## config.mk

```make
export PLATFORM = sky130hd
export DESIGN_NAME = adaptive_step_size_tuner_core_flat
export DESIGN_NICKNAME = d
export VERILOG_FILES = /design/src/rtl/atst_pkg.sv /design/src/rtl/atst_if.sv /design/src/rtl/adaptive_step_size_tuner_core.sv /design/src/rtl/atst_iter.sv /design/src/flat_wrapper.sv
export SDC_FILE = /design/constraint.sdc
export NUM_CORES = 2
export LEC_CHECK = 0
export BUFFER_PORTS_ARGS = -buffer_cell sky130_fd_sc_hd__buf_2
export CORE_UTILIZATION = 51
export CTS_CLUSTER_SIZE = 14
export DETAILED_ROUTE_END_ITERATION = 16
export HOLD_SLACK_MARGIN = 0.12
export PLACE_DENSITY = 0.73
export SLEW_MARGIN = 30
export SYNTH_ARGS = -nofsm -noshare
export SYNTH_HDL_FRONTEND = slang
export SYNTH_HIERARCHICAL = 1
export SYNTH_SLANG_ARGS = --single-unit
export TNS_END_PERCENT = 10
```

## constraint.sdc

```tcl
create_clock -name i_clk -period 10.2 [get_ports i_clk]
set_input_delay 1.02 -clock i_clk [delete_from_list [all_inputs] [get_ports i_clk]]
set_output_delay 1.02 -clock i_clk [all_outputs]
set_load 0.1 [all_outputs]
```

## src/rtl/atst_pkg.sv

```systemverilog
// ----------------------------------------------------------------------------
// atst_pkg
// Types, constants and register codes shared by the step size tuner files.
// ----------------------------------------------------------------------------
package atst_pkg;

    localparam int FRAC_BITS_DEF   = 16;
    localparam int CHI_W           = 32;
    localparam int TRIAL_W         = 16;
    localparam int STEP_W          = 32;
    localparam int INTERVAL_W      = 25;
    localparam int FACTOR_W        = 32;
    localparam int FACTOR_ONE_BITS = 30;
    localparam int PROD_W          = STEP_W + FACTOR_W;
    localparam int RUN_W           = 4;
    localparam int PADDR_W         = 3;
    localparam int PDATA_W         = 32;

    // shared shift-subtract unit
    localparam int SRC_W   = FACTOR_W + FACTOR_ONE_BITS;
    localparam int REM_W   = FACTOR_W + 3;
    localparam int CNT_W   = 6;
    localparam logic [CNT_W-1:0] ROOT_STEPS = CNT_W'(SRC_W / 2);
    localparam logic [CNT_W-1:0] DIV_STEPS  = CNT_W'(SRC_W);

    localparam logic [FACTOR_W-1:0]   FACTOR_RESET   = 32'd1127428915;
    localparam logic [FACTOR_W-1:0]   FACTOR_CAP     = 32'h8000_0000;
    localparam logic [FACTOR_W-1:0]   FACTOR_ONE     = 32'h4000_0000;
    localparam logic [INTERVAL_W-1:0] INTERVAL_RESET = 25'd100;
    localparam logic [INTERVAL_W-1:0] INTERVAL_MAX   = 25'd16777216;

    localparam logic signed [RUN_W-1:0] RUN_HI       = 4'sd5;
    localparam logic signed [RUN_W-1:0] RUN_LO       = -4'sd5;
    localparam logic signed [RUN_W-1:0] RUN_ONE      = 4'sd1;
    localparam logic signed [RUN_W-1:0] RUN_RESTART  = 4'sd4;

    // register index = paddr[2]
    localparam logic REG_STEP_LIMIT = 1'b0;
    localparam logic REG_START_STEP = 1'b1;

    typedef enum logic {
        ITER_ROOT,
        ITER_DIV
    } t_iter_mode;

    typedef struct packed {
        logic       start;
        t_iter_mode mode;
    } t_iter_ctl;

    typedef struct packed {
        logic busy;
        logic done;
    } t_iter_stat;

    typedef enum logic [3:0] {
        ST_IDLE,
        ST_DECIDE,
        ST_ROOT_WAIT,
        ST_SQ_MUL,
        ST_SQ_FIN,
        ST_STEP_MUL,
        ST_STEP_FIN,
        ST_DIV_GO,
        ST_DIV_WAIT,
        ST_DONE
    } t_state;

endpackage

```

## src/rtl/atst_if.sv

```systemverilog
// ----------------------------------------------------------------------------
// atst_in_if / atst_out_if
// Valid/ready channels for adjustment requests and adjustment results.
// ----------------------------------------------------------------------------
interface atst_in_if import atst_pkg::*; ();
    logic               valid;
    logic               ready;
    logic [CHI_W-1:0]   chi_sum;
    logic [TRIAL_W-1:0] trial_count;

    modport source (output valid, output chi_sum, output trial_count, input ready);
    modport sink   (input valid, input chi_sum, input trial_count, output ready);
endinterface

interface atst_out_if import atst_pkg::*; ();
    logic                  valid;
    logic                  ready;
    logic [STEP_W-1:0]     new_step;
    logic [INTERVAL_W-1:0] new_interval;
    logic                  went_up;

    modport source (output valid, output new_step, output new_interval,
                    output went_up, input ready);
    modport sink   (input valid, input new_step, input new_interval,
                    input went_up, output ready);
endinterface

```

## src/rtl/adaptive_step_size_tuner_core.sv

```systemverilog
// ----------------------------------------------------------------------------
// adaptive_step_size_tuner_core
// Adjusts a Q16.16 step size from the mean acceptance of each request.
// An up request at the limit holds the step; otherwise the factor is first
// squared at a full run, or replaced by its root on a reversal, and the step
// is then multiplied by it for an up move or divided by it for a down move.
// One request at a time: the next is taken in the cycle after its result loads,
// so the 31-step root and 62-step divide of the shared unit set the rate.
// Synchronous active-low reset restores the register and state reset values.
// ----------------------------------------------------------------------------
module adaptive_step_size_tuner_core import atst_pkg::*; #(
    parameter int FRAC_BITS = FRAC_BITS_DEF
) (
    input  logic               i_clk,
    input  logic               i_rst_n,
    atst_in_if.sink            i_req,
    atst_out_if.source         o_rsp,
    input  logic               psel,
    input  logic               penable,
    input  logic               pwrite,
    input  logic [PADDR_W-1:0] paddr,
    input  logic [PDATA_W-1:0] pwdata,
    output logic [PDATA_W-1:0] prdata,
    output logic               pready
);

    localparam int CMP_W = (TRIAL_W + FRAC_BITS > CHI_W + 1) ?
                           (TRIAL_W + FRAC_BITS) : (CHI_W + 1);
    localparam logic [STEP_W-1:0] LIMIT_RESET = STEP_W'(16) << FRAC_BITS;
    localparam logic [STEP_W-1:0] START_RESET = STEP_W'(1) << FRAC_BITS;

    t_state                   r_state, n_state;
    logic [STEP_W-1:0]        r_limit;
    logic [STEP_W-1:0]        r_start;
    logic [STEP_W-1:0]        r_step;
    logic [FACTOR_W-1:0]      r_factor;
    logic signed [RUN_W-1:0]  r_run;
    logic [INTERVAL_W-1:0]    r_interval;
    logic                     r_up;
    logic [PROD_W-1:0]        r_prod;

    logic                     r_out_valid;
    logic [STEP_W-1:0]        r_out_step;
    logic [INTERVAL_W-1:0]    r_out_interval;
    logic                     r_out_up;

    logic                     w_cfg_wr;
    logic                     w_up;
    logic                     w_rev;
    logic                     w_sq;
    logic                     w_hold;
    logic signed [RUN_W-1:0]  w_run_next;
    logic [INTERVAL_W:0]      w_dbl;
    logic [FACTOR_W-1:0]      w_mul_b;
    logic [PROD_W-1:0]        w_prod;
    logic [PROD_W-FACTOR_ONE_BITS-1:0] w_scaled;
    logic                     w_in_ready;
    logic                     w_out_load;
    t_iter_ctl                w_iter_ctl;
    t_iter_stat               w_iter_stat;
    logic [FACTOR_W-1:0]      w_iter_res;

    // ---------------- configuration port ----------------
    assign w_cfg_wr = psel & penable & pwrite;
    assign pready   = 1'b1;
    assign prdata   = (paddr[2] == REG_START_STEP) ? r_start : r_limit;

    // ---------------- decisions ----------------
    assign w_up = (CMP_W'({i_req.chi_sum, 1'b0}) >
                   (CMP_W'(i_req.trial_count) << FRAC_BITS));

    always_comb begin
        w_hold = r_up && (r_step >= r_limit);
        w_rev  = r_up ? (r_run < 0) : (r_run > 0);
        w_sq   = r_up ? (r_run == RUN_HI) : (r_run == RUN_LO);
        if (r_up) begin
            w_run_next = w_rev ? RUN_ONE : (w_sq ? RUN_RESTART : r_run + RUN_ONE);
        end else begin
            w_run_next = w_rev ? -RUN_ONE : (w_sq ? -RUN_RESTART : r_run - RUN_ONE);
        end
        w_dbl = {r_interval, 1'b0};
    end

    assign w_mul_b  = (r_state == ST_SQ_MUL) ? r_factor : r_step;
    assign w_prod   = PROD_W'(r_factor) * PROD_W'(w_mul_b);
    assign w_scaled = r_prod[PROD_W-1:FACTOR_ONE_BITS];

    atst_iter u_iter (
        .i_clk    (i_clk),
        .i_rst_n  (i_rst_n),
        .i_ctl    (w_iter_ctl),
        .i_src    ((r_state == ST_DIV_GO) ? r_step : r_factor),
        .i_div    (r_factor),
        .o_stat   (w_iter_stat),
        .o_result (w_iter_res)
    );

    // ---------------- sequencer: next state ----------------
    always_comb begin
        n_state = r_state;
        unique case (r_state)
            ST_IDLE: begin
                if (i_req.valid) n_state = ST_DECIDE;
            end
            ST_DECIDE: begin
                if (w_hold)      n_state = ST_DONE;
                else if (w_rev)  n_state = ST_ROOT_WAIT;
                else if (w_sq)   n_state = ST_SQ_MUL;
                else if (r_up)   n_state = ST_STEP_MUL;
                else             n_state = ST_DIV_GO;
            end
            ST_ROOT_WAIT: begin
                if (w_iter_stat.done) n_state = r_up ? ST_STEP_MUL : ST_DIV_GO;
            end
            ST_SQ_MUL:   n_state = ST_SQ_FIN;
            ST_SQ_FIN:   n_state = r_up ? ST_STEP_MUL : ST_DIV_GO;
            ST_STEP_MUL: n_state = ST_STEP_FIN;
            ST_STEP_FIN: n_state = ST_DONE;
            ST_DIV_GO: begin
                n_state = (r_factor == '0) ? ST_DONE : ST_DIV_WAIT;
            end
            ST_DIV_WAIT: begin
                if (w_iter_stat.done) n_state = ST_DONE;
            end
            ST_DONE: begin
                if (w_out_load) n_state = ST_IDLE;
            end
            default: n_state = ST_IDLE;
        endcase
    end

    // ---------------- sequencer: outputs ----------------
    always_comb begin
        w_in_ready       = 1'b0;
        w_out_load       = 1'b0;
        w_iter_ctl.start = 1'b0;
        w_iter_ctl.mode  = ITER_ROOT;
        unique case (r_state)
            ST_IDLE:   w_in_ready = 1'b1;
            ST_DECIDE: w_iter_ctl.start = !w_hold && w_rev;
            ST_DIV_GO: begin
                w_iter_ctl.start = (r_factor != '0);
                w_iter_ctl.mode  = ITER_DIV;
            end
            ST_DONE:   w_out_load = !r_out_valid || o_rsp.ready;
            default: ;
        endcase
    end

    assign i_req.ready = w_in_ready;

    // ---------------- state registers ----------------
    always_ff @(posedge i_clk) begin
        if (!i_rst_n) begin
            r_state     <= ST_IDLE;
            r_limit     <= LIMIT_RESET;
            r_start     <= START_RESET;
            r_step      <= START_RESET;
            r_factor    <= FACTOR_RESET;
            r_run       <= '0;
            r_interval  <= INTERVAL_RESET;
            r_up        <= 1'b0;
            r_out_valid <= 1'b0;
        end else begin
            r_state <= n_state;

            if (w_cfg_wr) begin
                if (paddr[2] == REG_START_STEP) begin
                    r_start <= pwdata;
                    r_step  <= pwdata;
                end else begin
                    r_limit <= pwdata;
                end
            end

            if (w_in_ready && i_req.valid) r_up <= w_up;

            unique case (r_state)
                ST_DECIDE: begin
                    if (!w_hold) begin
                        r_run <= w_run_next;
                        if (w_rev) begin
                            r_interval <= (w_dbl > (INTERVAL_W+1)'(INTERVAL_MAX)) ?
                                          INTERVAL_MAX : w_dbl[INTERVAL_W-1:0];
                        end
                    end
                end
                ST_ROOT_WAIT: begin
                    if (w_iter_stat.done) r_factor <= w_iter_res;
                end
                ST_SQ_FIN: begin
                    r_factor <= (w_scaled > $bits(w_scaled)'(FACTOR_CAP)) ?
                                FACTOR_CAP : w_scaled[FACTOR_W-1:0];
                end
                ST_STEP_FIN: begin
                    r_step <= (w_scaled > $bits(w_scaled)'(r_limit)) ?
                              r_limit : w_scaled[STEP_W-1:0];
                end
                ST_DIV_WAIT: begin
                    if (w_iter_stat.done) r_step <= w_iter_res;
                end
                default: ;
            endcase

            // result register: a new result may replace one taken this cycle
            if (w_out_load)       r_out_valid <= 1'b1;
            else if (o_rsp.ready) r_out_valid <= 1'b0;
        end
    end

    always_ff @(posedge i_clk) begin
        if (r_state == ST_SQ_MUL || r_state == ST_STEP_MUL) r_prod <= w_prod;
        if (w_out_load) begin
            r_out_step     <= r_step;
            r_out_interval <= r_interval;
            r_out_up       <= r_up;
        end
    end

    assign o_rsp.valid        = r_out_valid;
    assign o_rsp.new_step     = r_out_step;
    assign o_rsp.new_interval = r_out_interval;
    assign o_rsp.went_up      = r_out_up;

    // ---------------- assertions ----------------
    a_run_range: assert property (@(posedge i_clk) disable iff (!i_rst_n)
        (r_run <= RUN_HI) && (r_run >= RUN_LO))
        else $error("run count out of range");

    a_factor_floor: assert property (@(posedge i_clk) disable iff (!i_rst_n)
        r_factor >= FACTOR_ONE)
        else $error("adjust factor fell below one");

    a_interval_range: assert property (@(posedge i_clk) disable iff (!i_rst_n)
        (r_interval >= INTERVAL_RESET) && (r_interval <= INTERVAL_MAX))
        else $error("interval out of range");

    a_iter_start_idle: assert property (@(posedge i_clk) disable iff (!i_rst_n)
        w_iter_ctl.start |-> !w_iter_stat.busy)
        else $error("shared unit started while busy");

endmodule

```

## src/rtl/atst_iter.sv

```systemverilog
// ----------------------------------------------------------------------------
// atst_iter
// Shared shift-subtract unit: one result bit per cycle. Root mode gives
// floor(sqrt(src * 2^30)), divide mode gives the low 32 bits of
// (src * 2^30) / div.
// ----------------------------------------------------------------------------
module atst_iter import atst_pkg::*; (
    input  logic                i_clk,
    input  logic                i_rst_n,
    input  t_iter_ctl           i_ctl,
    input  logic [FACTOR_W-1:0] i_src,
    input  logic [FACTOR_W-1:0] i_div,
    output t_iter_stat          o_stat,
    output logic [FACTOR_W-1:0] o_result
);

    logic [SRC_W-1:0]    r_src;
    logic [REM_W-1:0]    r_rem;
    logic [FACTOR_W-1:0] r_res;
    logic [FACTOR_W-1:0] r_div;
    logic [CNT_W-1:0]    r_cnt;
    t_iter_mode          r_mode;
    logic                r_busy;
    logic                r_done;

    logic [REM_W-1:0]    w_shift;
    logic [REM_W-1:0]    w_trial;
    logic [REM_W-1:0]    w_diff;
    logic                w_ge;

    always_comb begin
        if (r_mode == ITER_ROOT) begin
            // two radicand bits per step, trial = 4*root + 1
            w_shift = {r_rem[REM_W-3:0], r_src[SRC_W-1 -: 2]};
            w_trial = REM_W'({r_res, 2'b01});
        end else begin
            w_shift = {r_rem[REM_W-2:0], r_src[SRC_W-1]};
            w_trial = REM_W'(r_div);
        end
        w_ge   = (w_shift >= w_trial);
        w_diff = w_shift - w_trial;
    end

    always_ff @(posedge i_clk) begin
        if (!i_rst_n) begin
            r_busy <= 1'b0;
            r_done <= 1'b0;
            r_cnt  <= '0;
            r_mode <= ITER_ROOT;
        end else begin
            r_done <= 1'b0;
            if (i_ctl.start) begin
                r_busy <= 1'b1;
                r_mode <= i_ctl.mode;
                r_cnt  <= (i_ctl.mode == ITER_ROOT) ? ROOT_STEPS : DIV_STEPS;
            end else if (r_busy) begin
                r_cnt <= r_cnt - 1'b1;
                if (r_cnt == CNT_W'(1)) begin
                    r_busy <= 1'b0;
                    r_done <= 1'b1;
                end
            end
        end
    end

    always_ff @(posedge i_clk) begin
        if (i_ctl.start) begin
            r_src <= {i_src, FACTOR_ONE_BITS'(0)};
            r_rem <= '0;
            r_res <= '0;
            r_div <= i_div;
        end else if (r_busy) begin
            r_rem <= w_ge ? w_diff : w_shift;
            r_res <= {r_res[FACTOR_W-2:0], w_ge};
            r_src <= (r_mode == ITER_ROOT) ? (r_src << 2) : (r_src << 1);
        end
    end

    assign o_stat.busy = r_busy;
    assign o_stat.done = r_done;
    assign o_result    = r_res;

endmodule
```

## src/flat_wrapper.sv

```systemverilog
// flat-port wrapper written by rule: the top's interface ports become plain ports
module adaptive_step_size_tuner_core_flat import atst_pkg::*;
#(
    parameter int FRAC_BITS = FRAC_BITS_DEF
)
  (i_clk, i_rst_n, psel, penable, pwrite, paddr, pwdata, prdata, pready, i_req_valid, i_req_chi_sum, i_req_trial_count, i_req_ready, o_rsp_valid, o_rsp_new_step, o_rsp_new_interval, o_rsp_went_up, o_rsp_ready);
  atst_in_if i_req_i ();
  atst_out_if o_rsp_i ();
  input  logic i_clk;
  input  logic i_rst_n;
  input  logic psel;
  input  logic penable;
  input  logic pwrite;
  input  logic [PADDR_W-1:0] paddr;
  input  logic [PDATA_W-1:0] pwdata;
  output logic [PDATA_W-1:0] prdata;
  output logic pready;
  input wire logic [$bits(i_req_i.valid)-1:0] i_req_valid;
  input wire logic [$bits(i_req_i.chi_sum)-1:0] i_req_chi_sum;
  input wire logic [$bits(i_req_i.trial_count)-1:0] i_req_trial_count;
  output wire logic [$bits(i_req_i.ready)-1:0] i_req_ready;
  output wire logic [$bits(o_rsp_i.valid)-1:0] o_rsp_valid;
  output wire logic [$bits(o_rsp_i.new_step)-1:0] o_rsp_new_step;
  output wire logic [$bits(o_rsp_i.new_interval)-1:0] o_rsp_new_interval;
  output wire logic [$bits(o_rsp_i.went_up)-1:0] o_rsp_went_up;
  input wire logic [$bits(o_rsp_i.ready)-1:0] o_rsp_ready;
  assign i_req_i.valid = i_req_valid;
  assign i_req_i.chi_sum = i_req_chi_sum;
  assign i_req_i.trial_count = i_req_trial_count;
  assign i_req_ready = i_req_i.ready;
  assign o_rsp_valid = o_rsp_i.valid;
  assign o_rsp_new_step = o_rsp_i.new_step;
  assign o_rsp_new_interval = o_rsp_i.new_interval;
  assign o_rsp_went_up = o_rsp_i.went_up;
  assign o_rsp_i.ready = o_rsp_ready;
  adaptive_step_size_tuner_core #(.FRAC_BITS(FRAC_BITS)) u_core (.i_clk(i_clk), .i_rst_n(i_rst_n), .i_req(i_req_i), .o_rsp(o_rsp_i), .psel(psel), .penable(penable), .pwrite(pwrite), .paddr(paddr), .pwdata(pwdata), .prdata(prdata), .pready(pready));
endmodule
```

==> run summary <==
Worst setup EP type: flip-flop
Area growth syn-to-layout: 6.152%
Most Frequent Cell on Critical Path: fa_1
clk buf depth: 3
final wirelength: 161300 um
clk sink count: 390
relative slew slack: 0.3095
Pwr per Cell Area: 223.8 nW/um^2
first-pass GRT wire length: 253200 um
clock buffer count from CTS: 42
Synth Instances: 6056
root buf cell: clkbuf_16
Final TNS setup: 0 ns
Reg clk slew, reported paths: 0.06 ns
Antenna Nets Post-Route: 0
leakage: 26.03 nW
CP Launch Type: flip-flop
port bufs: 177
min-delay worst type: reg2reg
Max stage delay on crit path: 0.92 ns
violated checks: design-rule violations
clock skew: 0.03603 ns
latest clock arrival within the worst-skew pair: 0.58 ns
die height: 328.6 um
max-slew violation count: 0
DRT iter0 DRCs: 4045
RSZ-0062 raised after global routing: no
Final min period: 9.384 ns
Worst Max-Slew Pin Slew: 1.036 ns
met3 Usage GRT: 0.05475
critical path arrival: 9.71 ns
Final Cycle Share: 0.9200
# rows: 119
Syn Std Cell Area: 54380 um^2
Overflow after GRT: 0
DPL Wire Length: 117700 um
die width: 328.6 um
pin count of the biggest net entering global routing: 156
Fmax: 0.1066 GHz
post-CTS setup buffer count: 0
CP Cell Sequence: nand4bb_2 > buf_4 > mux2_2 > and2_1 > fa_1 > fa_1 > inv_1 > fa_1 > fa_1 > inv_1 > fa_1 > fa_1 > fa_1 > fa_1 > ha_1 > a21oi_1 > o211ai_1 > a311oi_1 > o21ai_1 > o311ai_4 > a2111oi_2 > or4_4 > a21oi_2 > xnor2_1
TritonCTS clock tree: done
Finished Layout Cells: 7419
Initial Util: 0.5152
routed vias: 43390
routed len/inst: 21.75 um
I/O pin total: 183
Final Hold Fails: 0
post-cts sizing count: 0
Nets: 7354
GR Layer Usage met1: 0.4006
critical path class: reg2reg
Hold-fix buffers, CTS: 0
grt peak-use layer: met2
Placer Congestion: 0.9665
outcome: finished, violations left
Post-Syn Area per Cell: 8.980 um^2
DRC viols: 18
crit path max fanout: 32
routed vias/inst: 5.848
CP required: 10.52 ns
peak supply drop: 240.9 uV
H-tree Lvls: 2
ratio of cells with drive above 1 in the final layout: 0.07918
initial antenna violation count: 2
Total GRT Usage: 0.3028
full die area: 107900 um^2
max-cap violation count: 0
Cells after DPL: 7336
Slowest-stage cell, CP: mux2_2
final setup violation count: 0
synth warn: 6
vias in the first global route: 44300
met2 global-route usage: 0.4818
Core Area: 105600 um^2
First-pass DRT Iterations: 12
worst max-delay path: cells and delay by family (launching register included):
family                   cells  cell delay (ns)
adder cells (fa/ha/maj)      9             4.28
buffers and inverters        3             0.43
XOR/XNOR                     1             0.07
flip-flops                   1             0.61
multiplexers                 1             0.92
AND/OR/NAND/NOR              3             0.86
AO/OA/AOI/OAI                7             1.91
flip-flops by register name, summed over array words and instances, names as in the netlist, 4 cells and up:
name / count
u_core/r_limit: 32
u_core/u_iter/r_div: 32
u_core/o_rsp.new_step: 32
u_core/r_interval: 23
u_core/u_iter/r_rem: 34
u_core/o_rsp.new_interval: 23
u_core/r_start: 32
u_core/u_iter/r_src: 32
u_core/r_step: 32
u_core/u_iter/r_cnt: 6
u_core/r_prod: 34
u_core/r_factor: 32
u_core/r_state: 4
u_core/u_iter/o_result: 32
u_core/r_run: 4
path summary, 6_finish.rpt:
check	start	to	slack, ns	depth (start not counted)
min	u_core/r_start[11]	u_core/r_start[11]	0.45	2
min reg2reg	u_core/r_start[11]	u_core/r_start[11]	0.45	2
max reg2reg	u_core/r_state[0]	u_core/r_prod[63]	0.82	24
max	u_core/r_state[0]	u_core/r_prod[63]	0.82	24
per-stage QoR:
step	total power, mW	setup WS (ns)	util	hold WS (ns)	instance area, um^2
2_1_floorplan	8.757	2.053	-	0.4029	54390
3_3_place_gp	11.00	1.032	0.5336	0.4418	56330
3_5_place_dp	11.20	0.9731	0.5339	0.4471	56360
4_1_cts	12.78	0.9191	0.5467	0.4556	57710
5_1_grt	13.99	0.4749	0.5468	0.4705	57720
6_report	12.92	0.8162	0.5469	0.4546	57730
cell type report:
cell class                 count  area (um^2)
clock inverter                14        157.7
sequential                   390         9356
fill                        9373        47830
antenna                        4        10.01
inverter                     979         3676
tap                         1391         1740
clock buffer                  64         1195
timing repair buffer         278         1694
multi-input combinational   4299        39900
placed cells by master, fill, tap and decap left out, types with 16 or more instances in the layout:
| cell | count |
|---|---|
| a211oi_1 | 19 |
| a21o_1 | 57 |
| a21oi_1 | 291 |
| a22o_1 | 19 |
| a311oi_2 | 16 |
| and2_1 | 575 |
| buf_2 | 175 |
| buf_4 | 100 |
| clkbuf_1 | 17 |
| clkbuf_16 | 43 |
| dfxtp_1 | 234 |
| edfxtp_1 | 154 |
| fa_1 | 896 |
| ha_1 | 378 |
| inv_1 | 977 |
| mux2_2 | 67 |
| mux2i_1 | 97 |
| nand2_1 | 953 |
| nand3_1 | 68 |
| nand4_1 | 87 |
| nor2_1 | 162 |
| nor2b_1 | 16 |
| nor3_1 | 43 |
| nor4_1 | 31 |
| o21a_1 | 26 |
| o21ai_0 | 165 |
| o221ai_1 | 33 |
| xnor2_1 | 41 |
| xor2_1 | 25 |
metal layers:
metal  up-vias  routed length, um  part of all wire
li1      19020                  -                 -
met1     21730              63390              0.39
met2      2136              73930              0.46
met3       514              15400             0.095
met4         0               8621             0.053
met5         -                  0                 0
report_power, final:
part           total [mW]  switching, mW  internal, mW
Combinational        9.02           5.68          3.34
Sequential           2.38          0.305          2.08
Clock                1.51          0.648         0.866
Power figures use the tool's default switching activity.
